$ cat config.mk
export PLATFORM = sky130hd
export DESIGN_NAME = radix_integer_to_ascii_core_flat
export DESIGN_NICKNAME = d
export VERILOG_FILES = /design/src/hdl/rita_pkg.sv /design/src/hdl/rita_in_if.sv /design/src/hdl/rita_out_if.sv /design/src/hdl/rita_ctrl.sv /design/src/hdl/rita_dpath.sv /design/src/hdl/radix_integer_to_ascii_core.sv /design/src/flat_wrapper.sv
export VERILOG_INCLUDE_DIRS = /design/src /design/src/hdl
export SDC_FILE = /design/constraint.sdc
export NUM_CORES = 1
export LEC_CHECK = 0
export BUFFER_PORTS_ARGS = -buffer_cell sky130_fd_sc_hd__buf_2
export CAP_MARGIN = 20
export CORE_ASPECT_RATIO = 1.25
export CORE_MARGIN = 3
export CORE_UTILIZATION = 55
export CTS_BUF_LIST = sky130_fd_sc_hd__clkbuf_8
export DETAILED_ROUTE_END_ITERATION = 8
export PLACE_DENSITY = 0.76
export SYNTH_ARGS = -nofsm -noshare
export SYNTH_HDL_FRONTEND = slang
export SYNTH_SLANG_ARGS = --single-unit
$ cat constraint.sdc
create_clock -name clk_i -period 5.04 [get_ports clk_i]
set_input_delay 0.504 -clock clk_i [delete_from_list [all_inputs] [get_ports clk_i]]
set_output_delay 0.504 -clock clk_i [all_outputs]
set_load 0.03 [all_outputs]
$ cat src/hdl/radix_integer_to_ascii_core_macros.svh
// Assertion macros for the radix integer-to-ASCII core.
// Included by the top level; depends on nothing else.
`ifndef RADIX_INTEGER_TO_ASCII_CORE_MACROS_SVH
`define RADIX_INTEGER_TO_ASCII_CORE_MACROS_SVH

// Same-cycle implication, disabled while reset is asserted.
`define RITA_ASSERT_NOW(label, clk, rstn, ante, cons) \
  label: assert property (@(posedge clk) disable iff (!(rstn)) (ante) |-> (cons)) \
    else $error("rita: same-cycle check failed");

// Next-cycle implication, disabled while reset is asserted.
`define RITA_ASSERT_NEXT(label, clk, rstn, ante, cons) \
  label: assert property (@(posedge clk) disable iff (!(rstn)) (ante) |=> (cons)) \
    else $error("rita: next-cycle check failed");

`endif

$ cat src/hdl/rita_pkg.sv
// Shared sizes, character codes, state type and control structs
// for the radix integer-to-ASCII core. Depends on nothing.
package rita_pkg;

  localparam int VALUE_BITS   = 32;
  localparam int DIGIT_BUFFER = 32;
  localparam int MAX_FIELD    = 64;

  localparam int STEP_W = $clog2(VALUE_BITS);
  localparam int IDX_W  = $clog2(DIGIT_BUFFER);
  localparam int NDIG_W = $clog2(DIGIT_BUFFER + 1);
  localparam int REM_W  = 5;    // radix up to 16, shifted remainder below 32
  localparam int CNT_W  = 8;    // pads + sign + digits always below 256
  localparam int WID_W  = 7;
  localparam int CHAR_W = 7;

  localparam logic [CHAR_W-1:0] CHAR_ZERO  = 7'h30;
  localparam logic [CHAR_W-1:0] CHAR_SPACE = 7'h20;
  localparam logic [CHAR_W-1:0] CHAR_MINUS = 7'h2D;
  localparam logic [CHAR_W-1:0] CHAR_UPPER = 7'h41;

  localparam logic [1:0] BASE_BIN = 2'd0;
  localparam logic [1:0] BASE_OCT = 2'd1;
  localparam logic [1:0] BASE_DEC = 2'd2;
  localparam logic [1:0] BASE_HEX = 2'd3;

  typedef enum logic [1:0] {
    ST_IDLE,
    ST_DIVIDE,
    ST_SIZE,
    ST_EMIT
  } rita_state_e;

  typedef struct packed {
    logic load;
    logic div_step;
    logic size;
    logic emit;
  } rita_cmd_t;

  typedef struct packed {
    logic div_last;
    logic div_finish;
    logic total_zero;
    logic emit_last;
    logic slot_free;
  } rita_sts_t;

  function automatic logic [REM_W-1:0] radix_of(input logic [1:0] sel);
    logic [REM_W-1:0] r;
    unique case (sel)
      BASE_BIN: r = 5'd2;
      BASE_OCT: r = 5'd8;
      BASE_DEC: r = 5'd10;
      BASE_HEX: r = 5'd16;
      default:  r = 5'd10;
    endcase
    return r;
  endfunction

  function automatic logic [CHAR_W-1:0] digit_char(input logic [3:0] d);
    logic [CHAR_W-1:0] c;
    if (d < 4'd10) begin
      c = CHAR_ZERO + CHAR_W'(d);
    end else begin
      c = CHAR_UPPER + CHAR_W'(d - 4'd10);
    end
    return c;
  endfunction

endpackage

$ cat src/hdl/rita_in_if.sv
// Input channel: one number plus its formatting options per word.
// Depends on rita_pkg for field widths.
interface rita_in_if;
  logic                           valid;
  logic                           ready;
  logic [rita_pkg::VALUE_BITS-1:0] value;
  logic [1:0]                     base_select;
  logic                           is_signed;
  logic [rita_pkg::WID_W-1:0]     min_width;
  logic                           zero_pad;
  logic [rita_pkg::WID_W-1:0]     room;

  modport source (output valid, value, base_select, is_signed, min_width, zero_pad, room,
                  input ready);
  modport sink   (input valid, value, base_select, is_signed, min_width, zero_pad, room,
                  output ready);
endinterface

$ cat src/hdl/rita_out_if.sv
// Output channel: one ASCII character and its end-of-field flag per word.
// Depends on rita_pkg for field widths.
interface rita_out_if;
  logic                        valid;
  logic                        ready;
  logic [rita_pkg::CHAR_W-1:0] out_char;
  logic                        last;

  modport source (output valid, out_char, last, input ready);
  modport sink   (input valid, out_char, last, output ready);
endinterface

$ cat src/hdl/rita_ctrl.sv
// Sequencer for the converter: accept, divide digit by digit, size the
// field, emit characters. Depends on rita_pkg.
module rita_ctrl (
  input  logic                clk_i,
  input  logic                rst_ni,
  input  logic                in_valid_i,
  output logic                in_ready_o,
  input  rita_pkg::rita_sts_t sts_i,
  output rita_pkg::rita_cmd_t cmd_o
);

  rita_pkg::rita_state_e state_q, state_d;

  always_ff @(posedge clk_i or negedge rst_ni) begin
    if (!rst_ni) begin
      state_q <= rita_pkg::ST_IDLE;
    end else begin
      state_q <= state_d;
    end
  end

  always_comb begin
    state_d    = state_q;
    cmd_o      = '0;
    in_ready_o = 1'b0;
    unique case (state_q)
      rita_pkg::ST_IDLE: begin
        in_ready_o = 1'b1;
        if (in_valid_i) begin
          cmd_o.load = 1'b1;
          state_d    = rita_pkg::ST_DIVIDE;
        end
      end
      rita_pkg::ST_DIVIDE: begin
        cmd_o.div_step = 1'b1;
        if (sts_i.div_last && sts_i.div_finish) begin
          state_d = rita_pkg::ST_SIZE;
        end
      end
      rita_pkg::ST_SIZE: begin
        cmd_o.size = 1'b1;
        state_d    = sts_i.total_zero ? rita_pkg::ST_IDLE : rita_pkg::ST_EMIT;
      end
      rita_pkg::ST_EMIT: begin
        if (sts_i.slot_free) begin
          cmd_o.emit = 1'b1;
          if (sts_i.emit_last) begin
            state_d = rita_pkg::ST_IDLE;
          end
        end
      end
      default: state_d = rita_pkg::ST_IDLE;
    endcase
  end

endmodule

$ cat src/hdl/rita_dpath.sv
// Datapath: bit-serial restoring divider, digit stack, field sizing and
// the output character register. Depends on rita_pkg.
module rita_dpath (
  input  logic                             clk_i,
  input  logic                             rst_ni,
  input  rita_pkg::rita_cmd_t              cmd_i,
  output rita_pkg::rita_sts_t              sts_o,
  input  logic [rita_pkg::VALUE_BITS-1:0]  value_i,
  input  logic [1:0]                       base_select_i,
  input  logic                             is_signed_i,
  input  logic [rita_pkg::WID_W-1:0]       min_width_i,
  input  logic                             zero_pad_i,
  input  logic [rita_pkg::WID_W-1:0]       room_i,
  output logic                             out_valid_o,
  input  logic                             out_ready_i,
  output logic [rita_pkg::CHAR_W-1:0]      out_char_o,
  output logic                             out_last_o
);

  localparam int VB = rita_pkg::VALUE_BITS;
  localparam int CW = rita_pkg::CNT_W;

  logic [VB-1:0]                  num_q;
  logic [rita_pkg::REM_W-1:0]     rem_q, radix_q;
  logic [rita_pkg::STEP_W-1:0]    step_q;
  logic [rita_pkg::NDIG_W-1:0]    ndig_q;
  logic [3:0]                     digits_q [rita_pkg::DIGIT_BUFFER];
  logic                           neg_q, zero_pad_q;
  logic [rita_pkg::WID_W-1:0]     width_q, room_q;
  logic [CW-1:0]                  pads_q, total_q, pos_q;
  logic                           out_valid_q;
  logic [rita_pkg::CHAR_W-1:0]    out_char_q;
  logic                           out_last_q;

  logic                           in_neg;
  logic [rita_pkg::REM_W-1:0]     rem_sh, rem_nx;
  logic                           rem_ge;
  logic [VB-1:0]                  q_nx;
  logic [CW-1:0]                  text_len, width_ext, pads_nx, raw_len, limit, total_nx;
  logic [CW-1:0]                  rd_full;
  logic [rita_pkg::IDX_W-1:0]     rd_idx;
  logic [rita_pkg::CHAR_W-1:0]    char_nx;
  logic                           slot_free;

  assign in_neg = is_signed_i & value_i[VB-1];

  // One restoring step: shift in the next dividend bit, subtract if it fits.
  assign rem_sh = {rem_q[rita_pkg::REM_W-2:0], num_q[VB-1]};
  assign rem_ge = (rem_sh >= radix_q);
  assign rem_nx = rem_ge ? (rem_sh - radix_q) : rem_sh;
  assign q_nx   = {num_q[VB-2:0], rem_ge};

  // Field sizing: pads fill the width left over by sign and digits.
  assign text_len  = CW'(ndig_q) + CW'(neg_q);
  assign width_ext = CW'(width_q);
  assign pads_nx   = (width_ext > text_len) ? (width_ext - text_len) : '0;
  assign raw_len   = pads_nx + text_len;
  assign limit     = (CW'(room_q) < CW'(rita_pkg::MAX_FIELD)) ? CW'(room_q)
                                                               : CW'(rita_pkg::MAX_FIELD);
  assign total_nx  = (raw_len < limit) ? raw_len : limit;

  // Digits were pushed least significant first; read them back from the top.
  assign rd_full = CW'(ndig_q) - CW'(1) - pos_q + pads_q + CW'(neg_q);
  assign rd_idx  = rd_full[rita_pkg::IDX_W-1:0];

  always_comb begin
    if (pos_q < pads_q) begin
      char_nx = zero_pad_q ? rita_pkg::CHAR_ZERO : rita_pkg::CHAR_SPACE;
    end else if (neg_q && (pos_q == pads_q)) begin
      char_nx = rita_pkg::CHAR_MINUS;
    end else begin
      char_nx = rita_pkg::digit_char(digits_q[rd_idx]);
    end
  end

  assign slot_free = !out_valid_q || out_ready_i;

  assign sts_o.div_last   = (step_q == rita_pkg::STEP_W'(VB - 1));
  assign sts_o.div_finish = (q_nx == '0) ||
                            (ndig_q == rita_pkg::NDIG_W'(rita_pkg::DIGIT_BUFFER - 1));
  assign sts_o.total_zero = (total_nx == '0);
  assign sts_o.emit_last  = (pos_q == (total_q - CW'(1)));
  assign sts_o.slot_free  = slot_free;

  always_ff @(posedge clk_i or negedge rst_ni) begin
    if (!rst_ni) begin
      out_valid_q <= 1'b0;
    end else if (cmd_i.emit) begin
      out_valid_q <= 1'b1;
    end else if (out_ready_i) begin
      out_valid_q <= 1'b0;
    end
  end

  always_ff @(posedge clk_i) begin
    if (cmd_i.load) begin
      num_q      <= in_neg ? (~value_i + VB'(1)) : value_i;
      neg_q      <= in_neg;
      radix_q    <= rita_pkg::radix_of(base_select_i);
      width_q    <= min_width_i;
      room_q     <= room_i;
      zero_pad_q <= zero_pad_i;
      rem_q      <= '0;
      step_q     <= '0;
      ndig_q     <= '0;
    end
    if (cmd_i.div_step) begin
      num_q <= q_nx;
      if (sts_o.div_last) begin
        // Digit complete: push the remainder, restart for the quotient.
        digits_q[ndig_q[rita_pkg::IDX_W-1:0]] <= rem_nx[3:0];
        ndig_q <= ndig_q + rita_pkg::NDIG_W'(1);
        rem_q  <= '0;
        step_q <= '0;
      end else begin
        rem_q  <= rem_nx;
        step_q <= step_q + rita_pkg::STEP_W'(1);
      end
    end
    if (cmd_i.size) begin
      pads_q  <= pads_nx;
      total_q <= total_nx;
      pos_q   <= '0;
    end
    if (cmd_i.emit) begin
      out_char_q <= char_nx;
      out_last_q <= sts_o.emit_last;
      pos_q      <= pos_q + CW'(1);
    end
  end

  assign out_valid_o = out_valid_q;
  assign out_char_o  = out_char_q;
  assign out_last_o  = out_last_q;

endmodule

$ cat src/hdl/radix_integer_to_ascii_core.sv
// Radix integer-to-ASCII core: top level joining sequencer and datapath.
// Depends on rita_pkg, rita_in_if, rita_out_if, rita_ctrl, rita_dpath.
//
// Use: each word on in_i carries a number, a base (2, 8, 10, 16), a signed
// flag, a minimum field width, a pad choice and the room left in the
// destination buffer. The core answers with the formatted field on out_o,
// one ASCII character per word, pad characters first, then '-', then the
// digits most significant first; last marks the final character. A field
// cut to zero characters by room produces no output word at all.
// Sequence: accept the word, divide out digits one at a time in the single
// shared restoring divider, size the field, then emit one character per cycle
// while out_o is ready. The next word is taken once the last character sits
// in the output register.
// Reset (rst_ni low, asynchronous) returns the sequencer to idle and empties
// the output register. When the receiver stalls, the current character holds
// in the output register and character generation pauses until it is taken.
`include "radix_integer_to_ascii_core_macros.svh"

module radix_integer_to_ascii_core (
  input  logic        clk_i,
  input  logic        rst_ni,
  rita_in_if.sink     in_i,
  rita_out_if.source  out_o
);

  rita_pkg::rita_cmd_t cmd;
  rita_pkg::rita_sts_t sts;
  logic                in_ready;

  // Sequencer: owns the input handshake and steps the datapath.
  rita_ctrl u_ctrl (
    .clk_i      (clk_i),
    .rst_ni     (rst_ni),
    .in_valid_i (in_i.valid),
    .in_ready_o (in_ready),
    .sts_i      (sts),
    .cmd_o      (cmd)
  );

  assign in_i.ready = in_ready;

  // Datapath: divider, digit stack, sizing and the output word register.
  rita_dpath u_dpath (
    .clk_i         (clk_i),
    .rst_ni        (rst_ni),
    .cmd_i         (cmd),
    .sts_o         (sts),
    .value_i       (in_i.value),
    .base_select_i (in_i.base_select),
    .is_signed_i   (in_i.is_signed),
    .min_width_i   (in_i.min_width),
    .zero_pad_i    (in_i.zero_pad),
    .room_i        (in_i.room),
    .out_valid_o   (out_o.valid),
    .out_ready_i   (out_o.ready),
    .out_char_o    (out_o.out_char),
    .out_last_o    (out_o.last)
  );

  // A load starts the divider, so the input must close right after it.
  `RITA_ASSERT_NEXT(a_busy_after_load, clk_i, rst_ni, cmd.load, !in_i.ready)
  // Characters are only produced while no new word can be taken.
  `RITA_ASSERT_NOW(a_no_accept_in_emit, clk_i, rst_ni, cmd.emit, !in_i.ready)
  // Dividing and emitting never overlap.
  `RITA_ASSERT_NOW(a_div_emit_excl, clk_i, rst_ni, cmd.div_step, !cmd.emit)
  // Emitting the final character reopens the input next cycle.
  `RITA_ASSERT_NEXT(a_ready_after_last, clk_i, rst_ni, cmd.emit && sts.emit_last, in_i.ready)

endmodule
$ cat src/flat_wrapper.sv
// flat-port wrapper written by rule: the top's interface ports become plain ports
module radix_integer_to_ascii_core_flat 
  (clk_i, rst_ni, in_i_valid, in_i_value, in_i_base_select, in_i_is_signed, in_i_min_width, in_i_zero_pad, in_i_room, in_i_ready, out_o_valid, out_o_out_char, out_o_last, out_o_ready);
  rita_in_if in_i_i ();
  rita_out_if out_o_i ();
  input  logic clk_i;
  input  logic rst_ni;
  input wire logic [$bits(in_i_i.valid)-1:0] in_i_valid;
  input wire logic [$bits(in_i_i.value)-1:0] in_i_value;
  input wire logic [$bits(in_i_i.base_select)-1:0] in_i_base_select;
  input wire logic [$bits(in_i_i.is_signed)-1:0] in_i_is_signed;
  input wire logic [$bits(in_i_i.min_width)-1:0] in_i_min_width;
  input wire logic [$bits(in_i_i.zero_pad)-1:0] in_i_zero_pad;
  input wire logic [$bits(in_i_i.room)-1:0] in_i_room;
  output wire logic [$bits(in_i_i.ready)-1:0] in_i_ready;
  output wire logic [$bits(out_o_i.valid)-1:0] out_o_valid;
  output wire logic [$bits(out_o_i.out_char)-1:0] out_o_out_char;
  output wire logic [$bits(out_o_i.last)-1:0] out_o_last;
  input wire logic [$bits(out_o_i.ready)-1:0] out_o_ready;
  assign in_i_i.valid = in_i_valid;
  assign in_i_i.value = in_i_value;
  assign in_i_i.base_select = in_i_base_select;
  assign in_i_i.is_signed = in_i_is_signed;
  assign in_i_i.min_width = in_i_min_width;
  assign in_i_i.zero_pad = in_i_zero_pad;
  assign in_i_i.room = in_i_room;
  assign in_i_ready = in_i_i.ready;
  assign out_o_valid = out_o_i.valid;
  assign out_o_out_char = out_o_i.out_char;
  assign out_o_last = out_o_i.last;
  assign out_o_i.ready = out_o_ready;
  radix_integer_to_ascii_core u_core (.clk_i(clk_i), .rst_ni(rst_ni), .in_i(in_i_i), .out_o(out_o_i));
endmodule
# == Yosys cells after proc, flatten, opt, wreduce, memory -nomap -nowiden ==
# Memory sizes are Yosys's and may differ from the RTL's.
# Index checks and enable logic that the tools add are counted.
# W data, S select, Z words.
# classes
n_addsub,16
n_lt_le_gt_ge,6
n_eq_ne,14
n_mux,40
n_bitwise,2
n_reduce_logical,13
# op_table
cell,n
$mux W32,3
$add A32 B1 Y32 const B,1
$logic_not A32 Y1,1
$mux W8,4
$not A32 Y32,1
$mux W7,4
$mux W5,4
$pmux W5 S4,1
$mux W6,3
$eq A8 B8 Y1,2
$mux W1,12
$mux W4,3
$mux W2,5
$add A8 B1 Y8 const B,1
$add A8 B7 Y8,1
$eq A2 B2 Y1 const B,4
$logic_not A8 Y1,1
$lt A8 B7 Y1,1
$lt A8 B8 Y1,1
$pmux W2 S4,1
$sub A7 B7 Y8,1
$sub A8 B1 Y8 const B,1
$add A6 B1 Y7,1
$add A6 B4 Y7 const A,1
25 further kinds,33
# word_totals
ff_bits,103
mem_bits_rw,128
in_bits,54
word_cells,108
n_memories,1
# mem_list
memory,words,width,read_ports,rd_clocked_by_memory_dff,write_ports,line_no,text
u_core.u_dpath.digits_q,32,4,1,0,1,rita_dpath.sv:27,logic [3:0] digits_q [rita_pkg::DIGIT_BUFFER];

# == Logic depth before layout (Yosys ltp) ==
# An unclocked memory read counts as a cell.
# depth
depth_word,10
ltp_mapped,27
mapped_depth_nobuf,25

# == Modules after synthesis ==
# Synthesis repeated with hierarchy kept, for this count alone.
# hier_totals
cells_unflattened,920
area_unflattened_um2,11875.1
# modules_own_cells
module,instances,cells_per_inst,area_per_inst_um2,seq_area_each_um2
rita_dpath,1,905,11726.2,6751.5
rita_ctrl,1,15,148.9,50.0

# == Least setup slack after synthesis ==
# OpenSTA, ideal clock, no wires.
# synth_timing
kind,register to register
from,register u_core.u_dpath.ndig_q[4] in the netlist's numbering
to,"register u_core.u_dpath.total_q[2], data pin"
setup_time_ps,266
arrival_ps,4846
path_slack_ps,-72
stages_incl_launch_ff,24
n_path_buf,2
synth_period_minus_slack_ps,5112
cell_sequence,dfxtp_1 -> clkbuf_1 -> nand3_1 -> inv_1 -> and3_1 -> xor2_1 -> inv_1 -> ha_1 -> nand3_1 -> or2_2 -> nand2_1 -> nor2_1 -> ha_1 -> and4b_1 -> a31oi_1 -> xor2_1 -> inv_1 -> ha_1 -> a2111oi_0 -> o31ai_1 -> o21ai_0 -> and4_1 -> clkbuf_1 -> o21ai_1
# synth_via
elab_chain_cells,6
elab_cells_between_ends,7
classes_between,add/sub (3); order compare (2); mux (2)
# synth_rtl
item,line_no,text
"start, declared",rita_dpath.sv:26,logic [rita_pkg::NDIG_W-1:0] ndig_q;
"start signal, assigned",rita_dpath.sv:112,ndig_q <= ndig_q + rita_pkg::NDIG_W'(1);
$add A6 B1 Y7 *,rita_dpath.sv:54,assign text_len = CW'(ndig_q) + CW'(neg_q);
$gt A7 B7 Y1 *,rita_dpath.sv:56,assign pads_nx = (width_ext > text_len) ? (width_ext - text_len) : '0;
$mux W8 *,rita_dpath.sv:56,
via u_core.u_dpath.pads_nx[2],rita_dpath.sv:39,"logic [CW-1:0] text_len, width_ext, pads_nx, raw_len, limit, total_nx;"
$add A8 B7 Y8 *,rita_dpath.sv:57,assign raw_len = pads_nx + text_len;
$lt A8 B7 Y1,rita_dpath.sv:60,assign total_nx = (raw_len < limit) ? raw_len : limit;
$mux W8 *,rita_dpath.sv:60,
via u_core.u_dpath.total_nx[2],rita_dpath.sv:39,
"end signal, assigned",rita_dpath.sv:122,total_q <= total_nx;
"end, declared",rita_dpath.sv:30,"logic [CW-1:0] pads_q, total_q, pos_q;"
# Mark *: on every way through the listed nets, which the timed path passes. The rest lies on a longest branch.
# A chain may end at the register's enable or synchronous reset.

# == Final worst setup path ==
# layout_timing
from,register u_core.u_dpath.neg_q
to,register u_core.u_ctrl.state_q[0]
# layout_via
elab_chain_cells,9
elab_cells_between_ends,10
classes_between,add/sub (3); order compare (2); mux (4); reduce/logical (1)
# layout_rtl
item,line_no,text
"start, declared",rita_dpath.sv:28,"logic neg_q, zero_pad_q;"
"start signal, assigned",rita_dpath.sv:98,neg_q <= in_neg;
$add A6 B1 Y7 *,rita_dpath.sv:54,
$sub A7 B7 Y8 or $gt A7 B7 Y1 (tied branches),rita_dpath.sv:56,
$mux W8 *,rita_dpath.sv:56,
via u_core.u_dpath.pads_nx[4],rita_dpath.sv:39,
$add A8 B7 Y8 *,rita_dpath.sv:57,
$lt A8 B7 Y1,rita_dpath.sv:60,
$mux W8 *,rita_dpath.sv:60,
$logic_not A8 Y1 *,rita_dpath.sv:81,assign sts_o.total_zero = (total_nx == '0);
$mux W2 *,rita_ctrl.sv:42,state_d = sts_i.total_zero ? rita_pkg::ST_IDLE : rita_pkg::ST_EMIT;
$pmux W2 S4 *,rita_ctrl.sv:26,unique case (state_q)
"end signal, assigned",rita_ctrl.sv:16,state_q <= rita_pkg::ST_IDLE;
"end signal, assigned",rita_ctrl.sv:18,state_q <= state_d;
"end, declared",rita_ctrl.sv:12,"rita_pkg::rita_state_e state_q, state_d;"
# Marked as above.

==> results.toml <==
[status]
outcome = "complete, no violations"

[clock_network]
clk_latency_ns = 0.52
cts_buffers = 37
cts_num_sinks = 229
cts_tree = "yes"
path_clk_slew_ns = 0.06
clk_path_buf_depth = 3
root_buffer = "clkbuf_8"
htree_levels = 2

[yosys]
yosysUniqueCellTypes = 63
async_flop_share_pct = 1.31
synth_seq_cells = 229
synth_edf_count = 220
ys_seq_area_share_pct = 58.1
syn_inst = 907
syn-cell-area_mm2 = 0.0117
synthSimpleGateAreaFrac_pct = 11.1
synth_fp_nets = 1020
netlist.area_leader.share_pct = 56.4
synth.top_cells.by_area = "edfxtp_1, mux4_2, ha_1, xnor2_1, nor2_1"
yosysWarningCount = 0
synth_fa_ha_area_share_pct = 6.76
synth.area.mux_share_pct = 8.50
synth_xor_area_share_pct = 5.45
synth_top_family_by_area = "simple AND/OR/NAND/NOR gates"
ys.flop_type = "edfxtp_1"
yosys.area.top_type = "edfxtp_1"
syn_avg_cell_area_um2 = 12.9
synth-compound-area-share_pct = 7.12

[layout]
instances_no_fill = 1321
layout-drive-gt1-share_pct = 22.5
antenna_cells = 0
areaGrowthSynthToFinish_pct = 15.1
n_fill_cell = 1512
fin_nets = 1135

[floorplan]
io-pin-count = 64
die_area_mm2 = 0.0231
core_area_mm2 = 0.0209
initial_utilization_pct = 56.0
fp-row-count = 59
fp.dieW_um = 136
die_h_um = 169

[global_route]
grt-ovfl-total = 0
grt_pass1_wl_um = 38100
antenna_found_initial = 0
grt_start_max_net_pins = 64
grt_usage_pct = 20.9
grt_pass1_vias = 7576

[drt]
drt_wl_total_um = 23900
firstDrtPassIters = 5
drtIter0Drc = 458
routedWlPerCell_um = 18.1
antenna_left = 0
vias_per_cell = 5.66
route.detailed.drc = 0
vias = 7477

[worst_setup_path]
critPathMaxFanout = 4
arrival_ns = 5.35
startpoint_type = "flip-flop"
cp.required_ns = 5.42
crit_type = "reg2reg"
cp-end-kind = "flip-flop"

[timing]
fmaxAchievable_mhz = 201
worst_slew_pin_slew_ns = 0.912
clock_skew_ns = 0.0169
setup_viol = 0
slew_violations = 0
whs_ns = 0.151
fin_crit_ns = 4.97
relSlewSlack_pct = 38.8
hold_viol = 0
fin_crit_sh_pct = 98.6

[hold_path]
hp-class = "in2reg"

[place]
dpl.hpwl_um = 16700
portBuffers = 63
place_congestion = 0.897
dp.cells = 1248

[job]
maxCapViolCount = 0
==> routing by layer <==
layer / share of wire [%] / track usage, % / vias up
li1: - / - / 3596
met4: 2.8 / 7.28 / 0
met3: 5.3 / 3.75 / 52
met2: 53 / 36.6 / 228
met5: 0 / 0 / -
met1: 39 / 26.0 / 3601
==> final cells by class <==
| cell class | instances | area (um2) | area share (%) |
|---|---|---|---|
| Tap cell | 274 | 343 | 2.54 |
| Clock buffer | 39 | 537 | 3.98 |
| Multi-Input combinational cell | 593 | 4770 | 35.4 |
| Timing Repair Buffer | 104 | 651 | 4.83 |
| Sequential cell | 229 | 6800 | 50.5 |
| Clock inverter | 25 | 160 | 1.19 |
| Inverter | 57 | 214 | 1.59 |
==> critical path, cell delays in order (launching register included) <==
cell and delay [ns]:
edfxtp_1 0.47, ha_4 0.18, nand3_1 0.07, or2_2 0.32, ha_2 0.39, nand3_2 0.13, o21ai_2 0.19, nand2_2 0.10
buf_4 0.15, nor2_1 0.22, ha_1 0.30, buf_4 0.15, a221o_1 0.38, a21oi_2 0.13, xor2_1 0.19, inv_1 0.10
ha_1 0.33, a21o_1 0.20, a21oi_2 0.14, nand4_1 0.14, o41ai_2 0.40, a221oi_1 0.14
==> sequential cells by signal (all words and copies together) (netlist names), 4 cells and up <==
name,cells
u_core.u_dpath.pads_q,8
u_core.u_dpath.ndig_q,6
u_core.u_dpath.room_q,7
u_core.u_dpath.out_char_o,7
u_core.u_dpath.total_q,8
u_core.u_dpath.width_q,7
u_core.u_dpath.step_q,5
u_core.u_dpath.num_q,32
u_core.u_dpath.pos_q,8
u_core.u_dpath.digits_q,128
u_core.u_dpath.rem_q,4
==> cell usage after synthesis (11+ instances only) <==
cell type  number
nor3_1         12
nand3_1        25
nor4_1         15
xor2_1         33
o21ai_1        24
edfxtp_1      220
mux4_2         40
and2_1         11
xnor2_1        38
a21oi_1        27
nand2_1        81
o21ai_0        35
clkbuf_1       23
inv_1          56
nor2_1         85
ha_1           52
==> kinds of logic (layout without fill, tap and decap cells) <==
group	count (synthesis)	in the layout
buf+inv	85	225
xor+xnor	72	72
mux	49	49
other cells	1	1
fa+ha+maj	59	59
compound gates	134	134
flops	229	229
simple gates	278	278
==> worst paths after layout <==
path / start / end / slack (ns) / depth (start not counted)
worst min-delay path: in_i_min_width[4] / u_core.u_dpath.width_q[4] / 0.15 / 1
worst max-delay path: u_core.u_dpath.neg_q / u_core.u_ctrl.state_q[0] / 0.07 / 21
max in group asynchronous: rst_ni / u_core.u_ctrl.state_q[1] / 4.61 / 2
worst min register to register: u_core.u_dpath.out_valid_o / u_core.u_dpath.out_valid_o / 0.55 / 2
min in group asynchronous: rst_ni / u_core.u_dpath.out_valid_o / 0.32 / 2
worst max register to register: u_core.u_dpath.neg_q / u_core.u_ctrl.state_q[0] / 0.07 / 21
==> placed cells by master, fill, tap and decap left out, drive strengths merged, types with 12 or more instances in the layout <==
cell    synthesis  layout
o21ai          59      59
nor3           12      12
nor2           85      85
edfxtp        220     220
xnor2          39      39
a21oi          27      27
buf             5     103
xor2           33      33
clkbuf         23      39
ha             52      52
inv            57      70
nand3          25      25
nand2          81      81
and2           12      12
mux4           40      40
nor4           16      16
==> metrics by stage <==
step | area [um2] | worst slack (ns) | setup TNS (ns) | utilization [%]
after floorplan | 11700 | 0.0947 | 0 | -
after global placement | 12500 | -0.0121 | -0.0121 | 59.9
after detailed placement | 12500 | -0.163 | -0.953 | 59.9
after CTS | 13200 | 0.0124 | 0 | 63.3
after global routing | 13500 | -0.179 | -0.996 | 64.5
final | 13500 | 0.0703 | 0 | 64.5
==> timing repair <==
| item | 4_1_cts | 5_1_grt |
|---|---|---|
| hold buffers | 1 | 0 |
| endpoints found under the hold margin | 3 | 0 |
| pin swaps | 1 | 21 |
| buffers inserted | 0 | 8 |
| gates resized for setup | 4 | 33 |
| endpoints found under the setup margin | 9 | 9 |
| gates cloned | 0 | 0 |
Power is not shown: default switching activity piles up to over one toggle a cycle in this logic, so the estimate is an artifact.
